### config.mk
export PLATFORM = sky130hd
export DESIGN_NAME = utf8_stream_validator_unit_flat
export DESIGN_NICKNAME = d
export VERILOG_FILES = /design/src/rtl/core/u8v_pkg.sv /design/src/rtl/core/u8v_chan_if.sv /design/src/rtl/core/utf8_stream_validator_unit.sv /design/src/flat_wrapper.sv
export SDC_FILE = /design/constraint.sdc
export NUM_CORES = 1
export LEC_CHECK = 0
export ABC_CLOCK_PERIOD_IN_PS = 5400
export BUFFER_PORTS_ARGS = -buffer_cell sky130_fd_sc_hd__buf_4
export CORE_MARGIN = 2
export CORE_UTILIZATION = 35
export DETAILED_ROUTE_END_ITERATION = 16
export PLACE_DENSITY = 0.54
export SETUP_SLACK_MARGIN = 0.05
export SLEW_MARGIN = 20
export SYNTH_ARGS = -nofsm -noshare
export SYNTH_HDL_FRONTEND = slang
export SYNTH_SLANG_ARGS = --single-unit
### constraint.sdc
create_clock -name clk_i -period 5.4 [get_ports clk_i]
set_input_delay 1.08 -clock clk_i [delete_from_list [all_inputs] [get_ports clk_i]]
set_output_delay 1.08 -clock clk_i [all_outputs]
set_load 0.01 [all_outputs]
### src/rtl/core/u8v_pkg.sv
`default_nettype none

package u8v_pkg;

  // Field widths
  localparam int unsigned ByteW  = 8;
  localparam int unsigned CodeW  = 21;
  localparam int unsigned CountW = 2;

  // Lead byte classes and their payload masks
  localparam logic [ByteW-1:0] AsciiMax   = 8'h7F;
  localparam logic [ByteW-1:0] Lead2Mask  = 8'hE0;
  localparam logic [ByteW-1:0] Lead2Code  = 8'hC0;
  localparam logic [ByteW-1:0] Lead3Mask  = 8'hF0;
  localparam logic [ByteW-1:0] Lead3Code  = 8'hE0;
  localparam logic [ByteW-1:0] Lead4Mask  = 8'hF8;
  localparam logic [ByteW-1:0] Lead4Code  = 8'hF0;
  localparam logic [ByteW-1:0] ContMask   = 8'hC0;
  localparam logic [ByteW-1:0] ContCode   = 8'h80;
  localparam logic [ByteW-1:0] Lead2Bits  = 8'h1F;
  localparam logic [ByteW-1:0] Lead3Bits  = 8'h0F;
  localparam logic [ByteW-1:0] Lead4Bits  = 8'h07;
  localparam logic [ByteW-1:0] ContBits   = 8'h3F;

  // Sequence lengths, counted in continuation bytes
  localparam logic [CountW-1:0] SeqNone = 2'd0;
  localparam logic [CountW-1:0] SeqTwo  = 2'd1;
  localparam logic [CountW-1:0] SeqThree = 2'd2;
  localparam logic [CountW-1:0] SeqFour = 2'd3;

  // Smallest code point that each sequence length may carry
  localparam logic [CodeW-1:0] MinTwo   = 21'h00080;
  localparam logic [CodeW-1:0] MinThree = 21'h00800;
  localparam logic [CodeW-1:0] MinFour  = 21'h10000;

  typedef logic [ByteW-1:0] data_byte_t;

endpackage

`default_nettype wire

### src/rtl/core/u8v_chan_if.sv
`default_nettype none

// Byte channel into the validator
interface u8v_in_if
  import u8v_pkg::*;
();
  logic       valid;
  logic       ready;
  data_byte_t data_byte;
  logic       last_byte;

  modport source (output valid, output data_byte, output last_byte, input ready);
  modport sink   (input valid, input data_byte, input last_byte, output ready);
endinterface

// Verdict channel out of the validator
interface u8v_out_if;
  logic valid;
  logic ready;
  logic is_valid;

  modport source (output valid, output is_valid, input ready);
  modport sink   (input valid, input is_valid, output ready);
endinterface

`default_nettype wire

### src/rtl/core/utf8_stream_validator_unit.sv
`default_nettype none

// UTF-8 stream validator. A string enters one byte per transfer on in_i, with
// last_byte set on its final byte; exactly one verdict leaves on out_o for each
// string, is_valid = 1 when every sequence is well formed, not overlong and not
// cut off by the end of the string (surrogates and code points up to 0x1FFFFF
// pass). Bytes that are not final produce no transfer on out_o. The block takes
// one byte per cycle when not stalled: a byte is registered on entry, the
// sequence state and the verdict are updated as it leaves the entry register,
// and the verdict waits in an output register. The input stalls only while a
// verdict is held in the output register and the byte in the entry register
// is itself a final byte. Empty strings are not presented.
module utf8_stream_validator_unit
  import u8v_pkg::*;
(
  input  wire           clk_i,
  input  wire           rst_ni,
  u8v_in_if.sink        in_i,
  u8v_out_if.source     out_o
);

  // Entry register
  logic        s1_valid_q;
  data_byte_t  s1_byte_q;
  logic        s1_last_q;
  logic        s1_fire;
  logic        out_free;

  // Sequence state
  logic [CountW-1:0] pending_q, pending_d;
  logic [CountW-1:0] seq_len_q, seq_len_d;
  logic [CodeW-1:0]  accum_q, accum_d;
  logic              err_q, err_d;

  // Verdict register
  logic out_valid_q;
  logic out_data_q;
  logic verdict;

  logic [CodeW-1:0] accum_shift;
  logic [CodeW-1:0] min_code;

  assign out_free   = !out_valid_q || out_o.ready;
  assign s1_fire    = s1_valid_q && (!s1_last_q || out_free);
  assign in_i.ready = !s1_valid_q || s1_fire;

  // Capture an incoming byte
  always_ff @(posedge clk_i or negedge rst_ni) begin
    if (!rst_ni) begin
      s1_valid_q <= 1'b0;
    end else if (in_i.ready) begin
      s1_valid_q <= in_i.valid;
    end
  end

  always_ff @(posedge clk_i) begin
    if (in_i.ready && in_i.valid) begin
      s1_byte_q <= in_i.data_byte;
      s1_last_q <= in_i.last_byte;
    end
  end

  assign accum_shift = {accum_q[CodeW-7:0], s1_byte_q[5:0] & ContBits[5:0]};

  // Select the overlong bound of the open sequence
  always_comb begin
    unique case (seq_len_q)
      SeqTwo:   min_code = MinTwo;
      SeqThree: min_code = MinThree;
      default:  min_code = MinFour;
    endcase
  end

  // Advance the sequence state by one byte
  always_comb begin
    pending_d = pending_q;
    seq_len_d = seq_len_q;
    accum_d   = accum_q;
    err_d     = err_q;
    if (!err_q) begin
      if (pending_q == SeqNone) begin
        priority if (s1_byte_q <= AsciiMax) begin
          pending_d = SeqNone;
        end else if ((s1_byte_q & Lead2Mask) == Lead2Code) begin
          accum_d   = {{(CodeW-ByteW){1'b0}}, s1_byte_q & Lead2Bits};
          pending_d = SeqTwo;
          seq_len_d = SeqTwo;
        end else if ((s1_byte_q & Lead3Mask) == Lead3Code) begin
          accum_d   = {{(CodeW-ByteW){1'b0}}, s1_byte_q & Lead3Bits};
          pending_d = SeqThree;
          seq_len_d = SeqThree;
        end else if ((s1_byte_q & Lead4Mask) == Lead4Code) begin
          accum_d   = {{(CodeW-ByteW){1'b0}}, s1_byte_q & Lead4Bits};
          pending_d = SeqFour;
          seq_len_d = SeqFour;
        end else begin
          err_d = 1'b1;
        end
      end else if ((s1_byte_q & ContMask) != ContCode) begin
        err_d     = 1'b1;
        pending_d = SeqNone;
      end else begin
        accum_d   = accum_shift;
        pending_d = pending_q - 2'd1;
        if (pending_q == SeqTwo) begin
          if (accum_shift < min_code) begin
            err_d = 1'b1;
          end
          seq_len_d = SeqNone;
          accum_d   = '0;
        end
      end
    end
  end

  assign verdict = !err_d && (pending_d == SeqNone);

  // Hold the sequence state; clear it after the final byte
  always_ff @(posedge clk_i or negedge rst_ni) begin
    if (!rst_ni) begin
      pending_q <= SeqNone;
      seq_len_q <= SeqNone;
      accum_q   <= '0;
      err_q     <= 1'b0;
    end else if (s1_fire) begin
      if (s1_last_q) begin
        pending_q <= SeqNone;
        seq_len_q <= SeqNone;
        accum_q   <= '0;
        err_q     <= 1'b0;
      end else begin
        pending_q <= pending_d;
        seq_len_q <= seq_len_d;
        accum_q   <= accum_d;
        err_q     <= err_d;
      end
    end
  end

  // Load the verdict on the final byte, drop it once transferred
  always_ff @(posedge clk_i or negedge rst_ni) begin
    if (!rst_ni) begin
      out_valid_q <= 1'b0;
    end else if (out_free) begin
      out_valid_q <= s1_fire && s1_last_q;
    end
  end

  always_ff @(posedge clk_i) begin
    if (s1_fire && s1_last_q) begin
      out_data_q <= verdict;
    end
  end

  assign out_o.valid    = out_valid_q;
  assign out_o.is_valid = out_data_q;

  // Checks
  a_pending_le_len: assert property (@(posedge clk_i) disable iff (!rst_ni)
    pending_q <= seq_len_q || pending_q == SeqNone)
    else $error("pending count exceeds sequence length");

  a_clear_after_last: assert property (@(posedge clk_i) disable iff (!rst_ni)
    s1_fire && s1_last_q |=> pending_q == SeqNone && !err_q && accum_q == '0)
    else $error("state not cleared after final byte");

  a_err_sticky: assert property (@(posedge clk_i) disable iff (!rst_ni)
    err_q && !(s1_fire && s1_last_q) |=> err_q)
    else $error("error flag dropped inside a string");

  a_no_overwrite: assert property (@(posedge clk_i) disable iff (!rst_ni)
    out_valid_q && !out_o.ready |-> !(s1_fire && s1_last_q))
    else $error("verdict overwritten while held");

endmodule

`default_nettype wire
### src/flat_wrapper.sv
// flat-port wrapper written by rule: the top's interface ports become plain ports
module utf8_stream_validator_unit_flat import u8v_pkg::*;
  (clk_i, rst_ni, in_i_valid, in_i_data_byte, in_i_last_byte, in_i_ready, out_o_valid, out_o_is_valid, out_o_ready);
  u8v_in_if in_i_i ();
  u8v_out_if out_o_i ();
  input  wire clk_i;
  input  wire rst_ni;
  input wire logic [$bits(in_i_i.valid)-1:0] in_i_valid;
  input wire logic [$bits(in_i_i.data_byte)-1:0] in_i_data_byte;
  input wire logic [$bits(in_i_i.last_byte)-1:0] in_i_last_byte;
  output wire logic [$bits(in_i_i.ready)-1:0] in_i_ready;
  output wire logic [$bits(out_o_i.valid)-1:0] out_o_valid;
  output wire logic [$bits(out_o_i.is_valid)-1:0] out_o_is_valid;
  input wire logic [$bits(out_o_i.ready)-1:0] out_o_ready;
  assign in_i_i.valid = in_i_valid;
  assign in_i_i.data_byte = in_i_data_byte;
  assign in_i_i.last_byte = in_i_last_byte;
  assign in_i_ready = in_i_i.ready;
  assign out_o_valid = out_o_i.valid;
  assign out_o_is_valid = out_o_i.is_valid;
  assign out_o_i.ready = out_o_ready;
  utf8_stream_validator_unit u_core (.clk_i(clk_i), .rst_ni(rst_ni), .in_i(in_i_i), .out_o(out_o_i));
endmodule
# ---- Word-level counts from Yosys, hierarchy flattened
# Cells that the tools add are included.
dict set report classes {
  n_addsub 1
  mul 0
  n_div 0
  magnitude_cmp 2
  eq_ne 11
  shift 0
  mux 37
  bitwise_logic 0
  n_reduce_logical 16
}
# cell n
set ops {}
lappend ops {{$mux W15} 9}
lappend ops {{$mux W2} 17}
lappend ops {{$pmux W17 S2} 1}
lappend ops {{$lt A21 B17 Y1} 1}
lappend ops {{$mux W1} 10}
lappend ops {{$le A8 B7 Y1 const B} 1}
lappend ops {{$reduce_and A6 Y1} 1}
lappend ops {{$eq A5 B5 Y1 const B} 1}
lappend ops {{$ne A5 B4 Y1 const B} 1}
lappend ops {{$reduce_and A5 Y1} 1}
lappend ops {{$eq A2 B1 Y1 const B} 2}
lappend ops {{$eq A4 B4 Y1 const B} 1}
lappend ops {{$logic_and A1 B1 Y1} 4}
lappend ops {{$logic_not A1 Y1} 4}
lappend ops {{$logic_not A2 Y1} 2}
lappend ops {{$eq A3 B3 Y1 const B} 1}
lappend ops {{$logic_or A1 B1 Y1} 3}
lappend ops {{$ne A3 B1 Y1 const B} 1}
lappend ops {{$ne A3 B2 Y1 const B} 1}
lappend ops {{$reduce_bool A3 Y1} 1}
lappend ops {{$eq A2 B2 Y1 const B} 1}
lappend ops {{$ne A2 B1 Y1 const B} 1}
lappend ops {{$ne A2 B2 Y1 const B} 1}
lappend ops {{$sub A2 B1 Y2 const B} 1}
dict set report totals {
  regBits 32
  latchBits 0
  mem_bits_rw 0
  mem_bits_ro 0
  inputBits 13
  elab_cells 76
  n_memories 0
}

# ---- Longest topological paths before layout
dict set report depth {
  word_depth 10
  mapped_depth 8
  depth_no_buf 8
}

# ---- Worst setup path before layout
# No wires, ideal clock.
dict set report synth_timing {
  path_type {in2out}
  from {in out_o_ready}
  to {out in_i_ready}
  t_arrival_ns 1.319
  required_ns 4.320
  slack_ns 3.001
  path_stages 1
  cell_sequence {nand4b_1}
}
dict set report synth_between {
  elab_chain_len 4
}
# item line_no
set synth_rtl {}
lappend synth_rtl {{start, declared} flat_wrapper.sv:14} ;# input wire logic [$bits(out_o_i.ready)-1:0] out_o_ready;
lappend synth_rtl {{$logic_or A1 B1 Y1} utf8_stream_validator_unit.sv:43} ;# assign out_free = !out_valid_q || out_o.ready;
lappend synth_rtl {{$logic_or A1 B1 Y1} utf8_stream_validator_unit.sv:44} ;# assign s1_fire = s1_valid_q && (!s1_last_q || out_free);
lappend synth_rtl {{$logic_and A1 B1 Y1} utf8_stream_validator_unit.sv:44}
lappend synth_rtl {{$logic_or A1 B1 Y1} utf8_stream_validator_unit.sv:45} ;# assign in_i.ready = !s1_valid_q || s1_fire;
lappend synth_rtl {{end, declared} flat_wrapper.sv:11} ;# output wire logic [$bits(in_i_i.ready)-1:0] in_i_ready;
# No other way between the ends.

# ---- Worst setup path after layout
# Ends and elaborated chain as after synthesis.

==> flow_summary.toml <==
[run_status]
outcome = "complete, no violations"

[timing]
fin_crit_ns = 2.69
rsz0062_at_grt = "false"
period_share = 0.498
hold_viol_final = 0
fin_tns_setup_ns = 0
finClkSkew_ns = 0.00585
finalMaxSlewViolations = 0
worstMarginPinSlew_ns = 1.04
setup_viol_count_final = 0
fmax_mhz = 372
setup_slack_ns = 2.71
slew_headroom = 0.310

[cts]
numCtsBuffers = 5
cts_tree = "done"
path_clk_slew_ns = 0.06
clock_latency_ns = 0.28
ctsHtreeMaxLevel = 2
cts-resized-gates = 0
cts-root-buf = "clkbuf_8"
cts.sinks = 32
cts_setup_buffers = 0
clockBufferDepth = 2
hold_buffers = 0

[worst_setup_path]
worst_setup_path_end_kind = "primary output"
critPathBufInv = 2
critPathMaxStageDelay_ns = 0.21
arrival_ns = 1.61
rrSetupSlack_ns = 2.90
critPathTopFamily = "buffers and inverters"
critPathLaunch = "out_o_ready"
regToRegStartpoint = "u_core.pending_q[0]"
worst_setup_path_start_kind = "primary input"
r2r_end = "u_core.seq_len_q[0]"
path_depth = 3
reg2regPathDepth = 7
crit_top_cell = "buf_4"
path_cells = "buf_4 -> nand4b_1 -> buf_4"
critical_path_required_ns = 4.32
crit_slowest_cell = "nand4b_1"
worstPathMaxFanout = 3
crit_type = "primary input to primary output"

[logic_synthesis]
async_reset_ff_frac = 0.688
yosys.area.top_type_share = 0.351
yosysUniqueCellTypes = 40
netlist.top_cell.by_area = "dfrtp_1"
yosys_warnings = 0
synth_compound_area_frac = 0.162
synth_edf_count = 10
synth_top_family_by_area = "simple AND/OR/NAND/NOR gates"
synth_xor_area_frac = 0
synth.most_common_cell = "nand2_1"
muxShareOfSynthArea = 0
syn_nets = 175
synth_common_cells = "34 x nand2_1, 22 x dfrtp_1, 18 x o21ai_0, 10 x edfxtp_1, 9 x inv_1"
syn_inst = 156
netlist_area_um2 = 1570
ys.flop_type = "dfrtp_1"
avgSynthCellArea_um2 = 10.0
synth_seq_cells = 32
synth_fa_ha_area_frac = 0.0479
ys_seq_area_frac = 0.543
synthTopCellsByArea = "dfrtp_1 35%, edfxtp_1 19%, nand2_1 8.1%, o21ai_0 5.8%, ha_1 4.8%"
post_synth_and_or_nand_nor_area_fraction = 0.204

[drt]
drc = 0
num_vias = 1118
wl_mm = 2.87
wire_per_inst_um = 12.7
viasPerCell = 4.97
first_pass_iters = 4
first_iter_violations = 39
ant_nets = 0

[power]
power_frac_comb = 0.265
switchingPower_mw = 0.215
p_seq_frac = 0.479
p_int_mw = 0.452
p_leak_nw = 0.768
peakVddDrop_v = 0.000172
p_clk_frac = 0.256
sw_frac_of_total = 0.322
pwr_density_cell_nw_per_um2 = 371

[floorplan]
initial_core_util = 0.362
fp.dieH_um = 70.9
core_area_um2 = 4320
io_pins = 16
die_w_um = 70.9
num_rows = 24
die_area_um2 = 5030

[grt]
grt_busiest_layer = "met2"
antenna_found_initial = 0
overflow = 0
use_met2 = 0.213
grt_max_degree = 34
met1_usage = 0.157
grtUsageMet3 = 0.0470
grt_pass1_wl_mm = 5.11
grt_pass1_vias = 1159
grt.total_usage = 0.132

[cells_and_area]
area_growth_pct = 14.7
final_util = 0.416
fillers = 453
nets = 191
multi_input_area_um2 = 654
drive_above_1_share = 0.156
n_antenna_cell = 0
seqCellArea_um2 = 851

[min_path]
hold_class = "register to register"
hold_path_end = "u_core.accum_q[11]"
min_from = "u_core.accum_q[11]"
hold_depth = 2

[job]
cap_violations = 0

[placement]
place_congestion = 0.876
dpl.hpwl_mm = 2.12
preCtsSetupSlack_ns = 2.71
io_buffers = 15
-- state kept, by name (all words and copies together), names as in the netlist --
| name | flops |
|---|---|
| u_core.err_q | 1 |
| u_core.accum_q | 15 |
| u_core.out_o.is_valid | 1 |
| u_core.pending_q | 2 |
| u_core.out_o.valid | 1 |
| u_core.s1_last_q | 1 |
| u_core.seq_len_q | 2 |
| u_core.s1_valid_q | 1 |
| u_core.s1_byte_q | 8 |
-- cell type report --
cell class | instances | share of cell area
flip-flops and latches | 32 | 0.474
multi-input cells | 109 | 0.364
repair buffers | 15 | 0.0627
clock buffers | 7 | 0.0425
well taps | 52 | 0.0362
inverters | 9 | 0.0188
clock inverters | 1 | 0.00209
-- placed cells by master (no fill, tap or decap), types with 2 or more instances in the layout --
| cell type | n |
|---|---|
| nand3b_1 | 3 |
| nand2b_1 | 3 |
| clkbuf_8 | 5 |
| edfxtp_1 | 10 |
| o21ai_0 | 18 |
| clkbuf_1 | 2 |
| a22o_1 | 2 |
| dfrtp_1 | 22 |
| o21ai_1 | 3 |
| inv_1 | 9 |
| o31ai_1 | 2 |
| nand4_1 | 2 |
| buf_4 | 15 |
| and2_1 | 2 |
| nor4_1 | 2 |
| ha_1 | 6 |
| nor2_1 | 4 |
| a21oi_1 | 4 |
| nor2b_1 | 2 |
| nand2_1 | 34 |
| nand3_1 | 3 |
-- per-layer routing --
| metal | up-vias | part of all wire |
|---|---|---|
| met5 | - | 0 |
| met4 | 0 | 0.022 |
| met3 | 6 | 0.032 |
| met2 | 16 | 0.48 |
| met1 | 517 | 0.46 |
| li1 | 579 | - |
-- power by group through the flow --
| stage | logic, mW | registers (mW) | clock network, mW |
|---|---|---|---|
| 3_3_place_gp | 0.171 | 0.323 | 0 |
| 6_report | 0.176 | 0.319 | 0.171 |
| 4_1_cts | 0.178 | 0.319 | 0.177 |
| 3_5_place_dp | 0.178 | 0.324 | 0 |
| 5_1_grt | 0.205 | 0.325 | 0.189 |
| 2_1_floorplan | 0.136 | 0.314 | 0 |
-- metrics by stage --
step,std cells,hold WS [ns],area [um^2],power [mW]
after global routing,225,0.526,1800,0.719
final,225,0.481,1800,0.667
after detailed placement,217,0.472,1720,0.502
after global placement,217,0.460,1710,0.494
after CTS,225,0.486,1800,0.675
after floorplan,156,0.445,1570,0.449
-- worst register-to-register path, cell delays in order (launching register included) --
cell and delay (ns):
dfrtp_1 0.41, inv_1 0.08, ha_1 0.29, nand2_1 0.13, and4bb_1 0.25, o31ai_4 0.87, o21ai_0 0.26, o41ai_1 0.11
-- logic make-up after synthesis --
logic type | Yosys count
AOI/OAI and AO/OA | 39
adders and majority gates | 6
buffers and inverters | 15
DFF | 32
and+or+nand+nor | 64
-- worst max-delay path by stage --
| stage | to | slack, ns |
|---|---|---|
| 2_1_floorplan | in_i_ready | 3.00 |
| 3_3_place_gp | in_i_ready | 2.76 |
| 3_5_place_dp | in_i_ready | 2.71 |
| 4_1_cts | in_i_ready | 2.70 |
| 5_1_grt | u_core.seq_len_q[1] | 2.65 |
| 6_report | in_i_ready | 2.71 |
No activity file was read; power rests on OpenSTA's default activity.
